`src/rtl/cte_pkg.sv`:
```
// Shared constants and types for the charger telemetry smoothing block.
package cte_pkg;

    // Default fraction bits kept in each current filter.
    localparam int CTE_FRACTION_BITS = 8;

    // Smoothing weight register, in 1/256 units.
    localparam logic [8:0] WEIGHT_MIN   = 9'd26;
    localparam logic [8:0] WEIGHT_MAX   = 9'd256;
    localparam logic [8:0] WEIGHT_RESET = 9'd205;
    localparam logic [8:0] WEIGHT_FULL  = 9'd256;

    // Register indexes.
    localparam logic REG_SMOOTHING_WEIGHT = 1'b0;

    // Source field codes that mean OTG is running.
    localparam logic [3:0] SRC_OTG_A = 4'h7;
    localparam logic [3:0] SRC_OTG_B = 4'hC;

    // Stream widths.
    localparam int S_DATA_W = 72;
    localparam int M_DATA_W = 136;

    // Step strobes from the sequencer to each lane.
    typedef struct packed {
        logic mul_en;   // register the two weighted products
        logic acc_en;   // sum, scale and store the filter
        logic first;    // load the sample instead of blending
    } cte_lane_ctl_t;

endpackage

```
`src/rtl/cte_lane.sv`:
```
// One current lane: EMA filter, rounding to mA and power product.
module cte_lane
    import cte_pkg::*;
#(
    parameter int FRACTION_BITS = CTE_FRACTION_BITS
) (
    input  logic                aclk,
    input  logic                aresetn,
    input  cte_lane_ctl_t       ctl,
    input  logic [8:0]          weight,
    input  logic signed [15:0]  cur_sample,
    input  logic signed [15:0]  volt_sample,
    output logic signed [15:0]  cur_avg,
    output logic signed [31:0]  power_uw
);

    localparam int FW = 16 + FRACTION_BITS;   // filter word
    localparam int PW = 26 + FRACTION_BITS;   // weighted product
    localparam int AW = 27 + FRACTION_BITS;   // product sum
    localparam int RW = FW + 1;               // rounding sum
    localparam logic signed [AW-1:0] ACC_HALF = AW'(128);
    localparam logic signed [RW-1:0] RND_HALF = RW'(1) <<< (FRACTION_BITS - 1);

    logic signed [PW-1:0] p_new_reg, p_new_next;
    logic signed [PW-1:0] p_old_reg, p_old_next;
    logic signed [FW-1:0] filter_reg, filter_next;
    logic signed [FW-1:0] x_shifted;
    logic signed [9:0]    w_s;
    logic signed [9:0]    w_inv;
    logic signed [AW-1:0] acc_sum;
    logic signed [AW-1:0] acc_scaled;
    logic signed [RW-1:0] rnd_sum;
    logic signed [RW-1:0] rnd_scaled;

    assign x_shifted = {cur_sample, {FRACTION_BITS{1'b0}}};
    assign w_s       = $signed({1'b0, weight});
    assign w_inv     = $signed({1'b0, WEIGHT_FULL} - {1'b0, weight});

    assign p_new_next = PW'(w_s) * PW'(x_shifted);
    assign p_old_next = PW'(w_inv) * PW'(filter_reg);

    // floor((w*x + (256-w)*f + 128) / 256); stays between old and new value
    assign acc_sum    = AW'(p_new_reg) + AW'(p_old_reg) + ACC_HALF;
    assign acc_scaled = acc_sum >>> 8;

    always_comb begin
        filter_next = filter_reg;
        if (ctl.acc_en) begin
            if (ctl.first) begin
                filter_next = x_shifted;
            end else begin
                filter_next = FW'(acc_scaled);
            end
        end
    end

    always_ff @(posedge aclk) begin
        if (!aresetn) begin
            filter_reg <= '0;
        end else begin
            filter_reg <= filter_next;
        end
    end

    always_ff @(posedge aclk) begin
        if (ctl.mul_en) begin
            p_new_reg <= p_new_next;
            p_old_reg <= p_old_next;
        end
    end

    // round half up to whole mA, then power in uW
    assign rnd_sum    = RW'(filter_reg) + RND_HALF;
    assign rnd_scaled = rnd_sum >>> FRACTION_BITS;
    assign cur_avg    = 16'(rnd_scaled);
    assign power_uw   = 32'(volt_sample) * 32'(cur_avg);

endmodule

```
`src/rtl/cte_merge.sv`:
```
// Output stage: joins lane results, decodes status and holds the result item.
module cte_merge
    import cte_pkg::*;
(
    input  logic                 aclk,
    input  logic                 aresetn,
    input  logic                 load,
    input  logic signed [15:0]   bus_avg,
    input  logic signed [15:0]   bat_avg,
    input  logic signed [31:0]   bus_pow,
    input  logic signed [31:0]   bat_pow,
    input  logic signed [15:0]   bus_volt,
    input  logic signed [15:0]   bat_volt,
    input  logic [7:0]           status,
    output logic                 out_free,
    input  logic                 m_tready,
    output logic                 m_tvalid,
    output logic [M_DATA_W-1:0]  m_tdata
);

    logic                valid_reg, valid_next;
    logic [M_DATA_W-1:0] data_reg;
    logic [3:0]          src;
    logic                otg;

    assign src      = status[4:1];
    assign otg      = (src == SRC_OTG_A) || (src == SRC_OTG_B);
    assign out_free = !valid_reg || m_tready;

    always_comb begin
        valid_next = valid_reg;
        if (m_tready) begin
            valid_next = 1'b0;
        end
        if (load) begin
            valid_next = 1'b1;
        end
    end

    always_ff @(posedge aclk) begin
        if (!aresetn) begin
            valid_reg <= 1'b0;
        end else begin
            valid_reg <= valid_next;
        end
    end

    always_ff @(posedge aclk) begin
        if (load) begin
            data_reg <= {4'b0000, otg, status[7:5], bus_pow, bat_pow,
                         bat_volt, bus_volt, bat_avg, bus_avg};
        end
    end

    assign m_tvalid = valid_reg;
    assign m_tdata  = data_reg;

endmodule

```
`src/rtl/charger_telemetry_ema_unit.sv`:
```
// Top level of the charger telemetry smoothing block.
// Usage:
//   s_ channel takes one charger ADC snapshot per item; m_ channel returns one
//   result item per snapshot, in order. The smoothing weight is written over
//   the APB-style port at address 0 (clamped to 26..256 on write, reads back
//   the stored value); write it only while the block is idle.
//   The bus and battery currents run in two identical lanes, each with its
//   own EMA filter and power multiplier; the output stage merges them with
//   the passed-through voltages and the decoded status byte.
// Sequence:
//   An item passes the accept step, the product step and the filter update,
//   then the power multiply lands in the output register. s_tready is high
//   only in the accept step, so no new item is taken before the last one
//   has left the final step; m_tvalid is set by that step's output load.
// Reset:
//   aresetn low (synchronous) clears both filters, the weight to 205, the
//   output valid and rearms the first-sample load for the next item.
// Stall:
//   The output register holds its item while m_tready is low. The next item
//   is still accepted and waits in the final step until the output frees up.
module charger_telemetry_ema_unit
    import cte_pkg::*;
#(
    parameter int FRACTION_BITS = CTE_FRACTION_BITS
) (
    input  logic                 aclk,
    input  logic                 aresetn,
    // s_tdata: bus_current_raw[15:0], battery_current_raw[31:16],
    //          bus_voltage_raw[47:32], battery_voltage_raw[63:48],
    //          charger_status_byte[71:64]
    input  logic                 s_tvalid,
    output logic                 s_tready,
    input  logic [S_DATA_W-1:0]  s_tdata,
    // m_tdata: bus_current_avg[15:0], battery_current_avg[31:16],
    //          bus_voltage_out[47:32], battery_voltage_out[63:48],
    //          battery_power_uw[95:64], bus_power_uw[127:96],
    //          charge_phase[130:128], otg_active[131], zero[135:132]
    output logic                 m_tvalid,
    input  logic                 m_tready,
    output logic [M_DATA_W-1:0]  m_tdata,
    // configuration
    input  logic                 psel,
    input  logic                 penable,
    input  logic                 pwrite,
    input  logic [2:0]           paddr,
    input  logic [31:0]          pwdata,
    output logic [31:0]          prdata,
    output logic                 pready
);

    typedef enum logic [3:0] {
        ST_IDLE = 4'b0001,
        ST_MUL  = 4'b0010,
        ST_ACC  = 4'b0100,
        ST_PWR  = 4'b1000
    } state_t;

    state_t state_reg, state_next;
    logic   first_reg, first_next;
    logic [8:0] weight_reg, weight_next;

    // held snapshot
    logic signed [15:0] bus_i_reg, bat_i_reg, bus_v_reg, bat_v_reg;
    logic [7:0]         stat_reg;

    logic               s_accept;
    logic               cfg_write;
    logic [8:0]         wdata;
    logic               out_free;
    logic               out_load;
    cte_lane_ctl_t      lane_ctl;

    logic signed [15:0] bus_avg, bat_avg;
    logic signed [31:0] bus_pow, bat_pow;

    // ---------------- configuration ----------------
    assign pready    = 1'b1;
    assign cfg_write = psel && penable && pwrite && pready;
    assign wdata     = pwdata[8:0];

    always_comb begin
        weight_next = weight_reg;
        if (cfg_write && (paddr[2] == REG_SMOOTHING_WEIGHT)) begin
            if (wdata < WEIGHT_MIN) begin
                weight_next = WEIGHT_MIN;
            end else if (wdata > WEIGHT_MAX) begin
                weight_next = WEIGHT_MAX;
            end else begin
                weight_next = wdata;
            end
        end
    end

    assign prdata = (paddr[2] == REG_SMOOTHING_WEIGHT) ? {23'd0, weight_reg} : 32'd0;

    // ---------------- sequencer ----------------
    assign s_tready = (state_reg == ST_IDLE);
    assign s_accept = s_tvalid && s_tready;
    assign out_load = (state_reg == ST_PWR) && out_free;

    always_comb begin
        state_next      = state_reg;
        first_next      = first_reg;
        lane_ctl.mul_en = 1'b0;
        lane_ctl.acc_en = 1'b0;
        lane_ctl.first  = first_reg;
        case (state_reg)
            ST_IDLE: begin
                if (s_tvalid) begin
                    state_next = ST_MUL;
                end
            end
            ST_MUL: begin
                lane_ctl.mul_en = 1'b1;
                state_next      = ST_ACC;
            end
            ST_ACC: begin
                lane_ctl.acc_en = 1'b1;
                first_next      = 1'b0;
                state_next      = ST_PWR;
            end
            ST_PWR: begin
                // wait here while the previous result is still unclaimed
                if (out_free) begin
                    state_next = ST_IDLE;
                end
            end
            default: begin
                state_next = ST_IDLE;
            end
        endcase
    end

    always_ff @(posedge aclk) begin
        if (!aresetn) begin
            state_reg  <= ST_IDLE;
            first_reg  <= 1'b1;
            weight_reg <= WEIGHT_RESET;
        end else begin
            state_reg  <= state_next;
            first_reg  <= first_next;
            weight_reg <= weight_next;
        end
    end

    always_ff @(posedge aclk) begin
        if (s_accept) begin
            bus_i_reg <= s_tdata[15:0];
            bat_i_reg <= s_tdata[31:16];
            bus_v_reg <= s_tdata[47:32];
            bat_v_reg <= s_tdata[63:48];
            stat_reg  <= s_tdata[71:64];
        end
    end

    // ---------------- lanes ----------------
    cte_lane #(
        .FRACTION_BITS (FRACTION_BITS)
    ) u_lane_bus (
        .aclk        (aclk),
        .aresetn     (aresetn),
        .ctl         (lane_ctl),
        .weight      (weight_reg),
        .cur_sample  (bus_i_reg),
        .volt_sample (bus_v_reg),
        .cur_avg     (bus_avg),
        .power_uw    (bus_pow)
    );

    cte_lane #(
        .FRACTION_BITS (FRACTION_BITS)
    ) u_lane_bat (
        .aclk        (aclk),
        .aresetn     (aresetn),
        .ctl         (lane_ctl),
        .weight      (weight_reg),
        .cur_sample  (bat_i_reg),
        .volt_sample (bat_v_reg),
        .cur_avg     (bat_avg),
        .power_uw    (bat_pow)
    );

    // ---------------- merge and output ----------------
    cte_merge u_merge (
        .aclk     (aclk),
        .aresetn  (aresetn),
        .load     (out_load),
        .bus_avg  (bus_avg),
        .bat_avg  (bat_avg),
        .bus_pow  (bus_pow),
        .bat_pow  (bat_pow),
        .bus_volt (bus_v_reg),
        .bat_volt (bat_v_reg),
        .status   (stat_reg),
        .out_free (out_free),
        .m_tready (m_tready),
        .m_tvalid (m_tvalid),
        .m_tdata  (m_tdata)
    );

    // ---------------- assertions ----------------
    // an accepted item always starts the product step next
    a_accept_starts: assert property (@(posedge aclk) disable iff (!aresetn)
        s_accept |=> (state_reg == ST_MUL))
        else $error("accepted item did not enter the product step");

    // filter update clears the first-sample flag
    a_first_cleared: assert property (@(posedge aclk) disable iff (!aresetn)
        (state_reg == ST_ACC) |=> !first_reg)
        else $error("first-sample flag still set after filter update");

    // a finished item always shows up on the output
    a_result_shown: assert property (@(posedge aclk) disable iff (!aresetn)
        out_load |=> m_tvalid)
        else $error("finished item not presented on the output");

    // a weight stored by a write is always inside the clamp range
    a_weight_range: assert property (@(posedge aclk) disable iff (!aresetn)
        cfg_write |=> (weight_reg >= WEIGHT_MIN) && (weight_reg <= WEIGHT_MAX))
        else $error("smoothing weight outside its range");

endmodule

```
`config.mk`:
```
export PLATFORM = sky130hd
export DESIGN_NAME = charger_telemetry_ema_unit
export DESIGN_NICKNAME = d
export VERILOG_FILES = /design/src/rtl/cte_pkg.sv /design/src/rtl/cte_lane.sv /design/src/rtl/cte_merge.sv /design/src/rtl/charger_telemetry_ema_unit.sv
export SDC_FILE = /design/constraint.sdc
export NUM_CORES = 2
export LEC_CHECK = 0
export BUFFER_PORTS_ARGS = -buffer_cell sky130_fd_sc_hd__buf_2
export CORE_MARGIN = 2
export CORE_UTILIZATION = 55
export CTS_CLUSTER_DIAMETER = 80
export DETAILED_ROUTE_END_ITERATION = 7
export GPL_TIMING_DRIVEN = 0
export MAX_ROUTING_LAYER = met4
export PLACE_DENSITY_LB_ADDON = 0.05
export SYNTH_ARGS = -nofsm -noshare
export SYNTH_HDL_FRONTEND = slang
export SYNTH_SLANG_ARGS = --single-unit
```
`constraint.sdc`:
```
create_clock -name aclk -period 10.6 [get_ports aclk]
set_input_delay 0 -clock aclk [delete_from_list [all_inputs] [get_ports aclk]]
set_output_delay 0 -clock aclk [all_outputs]
set_load 0.01 [all_outputs]
```
Yosys cells after proc, flatten, opt, wreduce, memory -nomap -nowiden
Cells that the tools add are included.
{"block": "word_totals", "reg_bits": 379, "input_bits": 114, "out_inout_bits": 171, "elab_cells": 62}
{"block": "classes", "addsub": 7, "multipliers": 6, "order_cmp": 2, "eq_ne": 8, "n_mux": 12, "bitwise_logic": 1, "reduce_logical": 10}
{"op": "$add 32x32->32", "count": 2}
{"op": "$add 32x9->32 const B", "count": 2}
{"op": "$mul 10x24->32", "count": 2}
{"op": "$mul 16x16->32", "count": 2}
{"op": "$add 24x9->24 const B", "count": 2}
{"op": "$mul 10x16->24", "count": 2}
{"op": "$mux 24", "count": 2}
{"op": "$mux 9", "count": 3}
{"op": "$pmux 4 s4", "count": 1}
{"op": "$sub 9x9->10 const A", "count": 1}
{"op": "$gt 9x9->1 const B", "count": 1}
{"op": "$lt 9x5->1 const B", "count": 1}
{"op": "$eq 4x3->1 const B", "count": 2}
{"op": "$eq 4x4->1 const B", "count": 2}
{"op": "$mux 4", "count": 2}
{"op": "$logic_and 1x1->1", "count": 5}
{"op": "$eq 4x1->1 const B", "count": 1}
{"op": "$eq 4x2->1 const B", "count": 1}
{"op": "$mux 1", "count": 4}
{"op": "$ne 2x2->1 const B", "count": 2}
{"op": "$logic_or 1x1->1", "count": 2}
{"op": "$reduce_and 2->1", "count": 1}
{"op": "$reduce_bool 2->1", "count": 1}
{"op": "$logic_not 1->1", "count": 1}
{"op": "$not 1->1", "count": 1}

Logic depth before layout (Yosys ltp)
{"block": "depth", "word_depth": 4, "mapped_depth": 31, "ltp_nobuf": 30}

By module
From an unflattened synthesis, not the netlist that was laid out.
{"block": "unflattened", "hier_cells": 6159, "hier_area_um2": 60332.9}
{"module": "cte_lane (u_lane_bus)", "n_inst": 1, "cells_per_inst": 2938, "area_each_um2": 26750.7, "seq_area_each_um2": 1951.9}
{"module": "cte_lane (u_lane_bat)", "n_inst": 1, "cells_per_inst": 2903, "area_each_um2": 26411.6, "seq_area_each_um2": 1951.9}
{"module": "cte_merge", "n_inst": 1, "cells_per_inst": 144, "area_each_um2": 4071.4, "seq_area_each_um2": 3983.8}
{"module": "charger_telemetry_ema_unit", "n_inst": 1, "cells_per_inst": 174, "area_each_um2": 3099.2, "seq_area_each_um2": 2442.3}

Least setup slack after synthesis
OpenSTA, ideal clock, no wires.
{"block": "synth_timing", "kind": "register to register", "from": "register state_reg[1]", "to": "register u_lane_bat.p_new_reg[10] (enable)", "setup_ns": 0.836, "arrival_time_ns": 10.565, "t_required_ns": 9.764, "setup_slack_ns": -0.801, "path_stages_with_launch": 2, "path_buffers": 0, "synth_period_minus_slack_ns": 11.401, "path_cell_list": "dfxtp_1 nor4b_1"}
{"block": "synth_between", "elab_chain_len": 2}
{"element": "from (decl)", "line": "charger_telemetry_ema_unit.sv:58", "source": "state_t state_reg, state_next;"}
{"element": "from (signal assigned)", "line": "charger_telemetry_ema_unit.sv:140", "source": "state_reg <= state_next;"}
{"element": "$eq 4x2->1", "line": "charger_telemetry_ema_unit.sv:107", "source": "case (state_reg)"}
{"element": "$mux 1", "line": "charger_telemetry_ema_unit.sv:107"}
{"element": "to (signal assigned)", "line": "cte_lane.sv:67", "source": "p_new_reg <= p_new_next;"}
{"element": "to (decl)", "line": "cte_lane.sv:24", "source": "logic signed [PW-1:0] p_new_reg, p_new_next;"}
No other way between the ends.
A chain may end at the register's enable or synchronous reset.

Worst setup path in the final report
{"block": "layout_timing", "from": "register weight_reg[0]", "to": "register u_lane_bus.p_old_reg[31], data pin"}
{"block": "layout_between", "elab_chain_len": 2}
{"element": "from (decl)", "line": "charger_telemetry_ema_unit.sv:60", "source": "logic [8:0] weight_reg, weight_next;"}
{"element": "from (signal assigned)", "line": "charger_telemetry_ema_unit.sv:142", "source": "weight_reg <= weight_next;"}
{"element": "$sub 9x9->10", "line": "cte_lane.sv:37", "source": "assign w_inv = $signed({1'b0, WEIGHT_FULL} - {1'b0, weight});"}
{"element": "$mul 10x24->32", "line": "cte_lane.sv:40", "source": "assign p_old_next = PW'(w_inv) * PW'(filter_reg);"}
{"element": "named net u_lane_bus.p_old_next[31]", "line": "cte_lane.sv:25", "source": "logic signed [PW-1:0] p_old_reg, p_old_next;"}
{"element": "to (signal assigned)", "line": "cte_lane.sv:68", "source": "p_old_reg <= p_old_next;"}
{"element": "to (decl)", "line": "cte_lane.sv:25"}
The timed path passes the listed nets, and every way through them passes these cells.

==> flow_metrics.py <==
metrics = {
    "grt": {
        "antenna_found_initial": 4,
        "grt_max_degree": 42,
        "grt_overflow": 0,
        "grt_first_pass_wirelength_mm": 249,
        "grt_usage": 0.299,
        "grt_pass1_vias": 44704,
    },
    "power_and_ir_drop": {
        "total_leakage_power_nw": 31.1,
        "max-vdd-ir-drop_mv": 0.156,
        "p_clk_frac": 0.248,
        "internal_power_w": 0.00431,
        "switchingPower_w": 0.00270,
        "p_seq_frac": 0.263,
        "power.share.switching": 0.385,
        "power_frac_comb": 0.489,
        "power_density_mw_per_mm2": 106,
    },
    "synth": {
        "yosysTopAreaCellShare": 0.382,
        "ys.warnings.count": 0,
        "synthCells": 6168,
        "yosysTopAreaCell": "fa_1",
        "ys_types": 78,
        "synth.avg_cell_area_um2": 9.70,
        "synthArstFlopShare": 0,
        "synth_flop_cell": "edfxtp_1",
        "yosys-top-cells-area": "fa_1 38%, edfxtp_1 15%, ha_1 9.6%",
        "ys_seq_elements": 364,
        "yosysSeqAreaShare": 0.172,
        "synth_edf_count": 301,
        "synthesis.area_mm2": 0.0598,
    },
    "setup_path": {
        "worst_r2r_path_depth": 26,
        "crit_type": "reg2reg",
        "cp.arrival_ps": 10390,
        "r2r_start": "weight_reg[0]",
        "startpoint_type": "flip-flop",
        "r2r_end": "u_lane_bus.p_old_reg[31]",
        "required_ps": 11020,
        "crit_path_max_fanout": 19,
        "rrSetupSlack_ps": 630,
        "crit_path_end_kind": "flip-flop",
    },
    "placed_design": {
        "place_congestion": 0.943,
        "numPortBuffers": 229,
        "post-place-ws_ps": -251,
        "dpl-instance-area_mm2": 0.0630,
        "dp_hpwl_mm": 128,
    },
    "finish": {
        "area_growth_pct": 10.3,
        "fin_nets": 8319,
        "final_common_cell": "inv_1",
        "largest_reg_flops": 132,
        "drive_gt1_frac": 0.0618,
        "final_area_mm2": 0.0659,
        "final_cell_mix": "1329 x inv_1, 1142 x fa_1, 664 x nand2_1",
        "fill_cells": 9312,
    },
    "cts": {
        "h-tree-depth": 2,
        "max-clock-path-buffers": 3,
        "root_buffer": "clkbuf_16",
        "cts_buffers": 50,
        "clkTransAtPathRegs_ps": 60,
        "numClockSinks": 364,
        "postCtsSetupRepairBufs": 0,
        "clk-insertion-delay-late_ps": 680,
        "cts_tree": "yes",
    },
    "sta": {
        "rsz0062_at_grt": "false",
        "final-max-slew-violation-count": 0,
        "fin_skew_ps": 37.6,
        "fin_setup_tns_ps": 0,
        "slew_headroom": 0.233,
        "worst_pin_slew_ps": 1120,
        "setup_ws_ps": 629,
        "hold_violations": 0,
        "hold_slack_ps": 40.4,
        "fin_crit_sh": 0.941,
        "setup_violations": 0,
        "finalCriticalPeriod_ps": 9970,
        "max_freq_mhz": 100,
    },
    "route": {
        "antenna_left": 0,
        "wl_per_cell_um": 19.4,
        "post-route-drc-count": 0,
        "drt-total-wl_mm": 156,
        "highest_layer": "met4",
        "num_vias": 42539,
        "viasPerCell": 5.28,
        "wl_met2_mm": 72.7,
        "dr.pass1.iters": 6,
        "drt_first_iter_violations": 2595,
        "met1_length_mm": 68.2,
        "wl_met3_mm": 9.46,
    },
    "floorplanning": {
        "fp.dieH_um": 334,
        "die-width_um": 334,
        "coreArea_mm2": 0.108,
        "ios": 285,
        "dieArea_mm2": 0.111,
        "start_util": 0.556,
        "num_rows": 120,
    },
    "outcome": {
        "status": "finished clean",
    },
    "hold_path": {
        "min_to": "bus_i_reg[9]",
        "min_path_type": "in2reg",
        "hold_start": "s_tdata[9]",
        "hold_path_depth": 2,
    },
    "job": {
        "maxCapViolCount": 0,
    },
}
## critical path, cell delays in order (launching register included)
cell	delay (ps)
dfxtp_1	810
clkbuf_2	700
inv_1	540
ha_1	420
inv_1	90
nor4_1	70
xor2_1	370
clkbuf_1	650
clkbuf_1	590
and2_1	250
fa_1	420
inv_1	90
fa_1	450
fa_1	530
fa_1	450
fa_1	500
inv_1	50
ha_1	360
o21a_1	130
o21a_1	140
nand2_1	80
a2111oi_0	670
nor4bb_1	240
o31ai_1	560
a21oi_1	210
o21bai_1	210
xnor2_1	90
## cells in the mapped netlist (20+ instances only)
library cell and n:
a211oi_1 29, or3_1 20, a31oi_1 20, ha_1 457
inv_1 1329, nor3_1 47, fa_1 1142, xor2_1 57
o21ai_0 100, nor2b_1 33, a21o_1 52, nand4_1 20
nand3_1 60, and2_1 642, or2_2 36, clkbuf_1 227
dfxtp_1 63, edfxtp_1 301, a21oi_1 145, o21a_1 34
nand2b_1 24, buf_4 28, and3_1 28, nor2_1 209
buf_1 24, nand2_1 664, xnor2_1 189
## what timing repair did
action / in CTS / in global routing
setup endpoints to repair: 7 / 2
pin swaps: 0 / 0
endpoints found under the hold margin: 103 / 0
resized for setup: 5 / 0
hold buffers: 121 / 0
## per-layer routing
layer | global-route usage | up-vias
met2 | 0.475 | 1308
met4 | 0.102 | 0
li1 | - | 19638
met5 | - | -
met1 | 0.402 | 21329
met3 | 0.0350 | 264
## power by group through the flow
| stage | clock network (W) | logic, W | registers (W) |
|---|---|---|---|
| after global placement | 0 | 0.00328 | 0.00188 |
| after floorplan | 0 | 0.00266 | 0.00184 |
| after global routing | 0.00183 | 0.00388 | 0.00185 |
| after CTS | 0.00178 | 0.00342 | 0.00184 |
| after detailed placement | 0 | 0.00337 | 0.00187 |
| final | 0.00174 | 0.00342 | 0.00184 |
## final cells by class
class | count | area, µm² | area share
multi-input cells | 4219 | 43500 | 0.659
flip-flops and latches | 364 | 10300 | 0.156
inverters | 1329 | 4990 | 0.0757
repair buffers | 361 | 2530 | 0.0384
well taps | 1403 | 1760 | 0.0266
clock buffers | 64 | 1410 | 0.0214
plain buffers | 281 | 1180 | 0.0178
clock inverters | 28 | 300 | 0.00455
diodes | 1 | 2.50 | 0.0000380
## how the worst max path moves through the flow
stage                                   from                       end  slack [ps]  cells past startpoint
global route                   weight_reg[0]  u_lane_bat.p_old_reg[31]         400                     27
finish                         weight_reg[0]  u_lane_bus.p_old_reg[31]         630                     26
CTS                            weight_reg[0]  u_lane_bus.p_old_reg[31]         200                     27
floorplan           u_lane_bus.filter_reg[9]      u_merge.m_tdata[127]        3300                     28
detailed placement             weight_reg[0]  u_lane_bus.p_old_reg[31]        -250                     28
global placement               weight_reg[0]  u_lane_bus.p_old_reg[31]        -210                     28
## metrics by stage
stage	instances	utilization	power, W
global placement	7826	0.584	0.00516
global route	8050	0.613	0.00755
CTS	8050	0.613	0.00704
detailed placement	7837	0.586	0.00524
floorplan	6194	-	0.00450
finish	8050	0.613	0.00701
## logic make-up (layout without fill, tap and decap cells)
logic type                 count (synthesis)  in the layout  synth area share
and+or+nand+nor                         1812           1812             0.152
buffers and inverters                   1611           2063             0.103
adders and majority gates               1599           1599             0.478
AOI/OAI and AO/OA                        522            522            0.0566
DFF                                      364            364             0.172
xor gates and xnor gates                 248            248            0.0366
muxes                                     10             10           0.00172
other                                      2             29          0.000126
(Power assumes the default switching activity.)
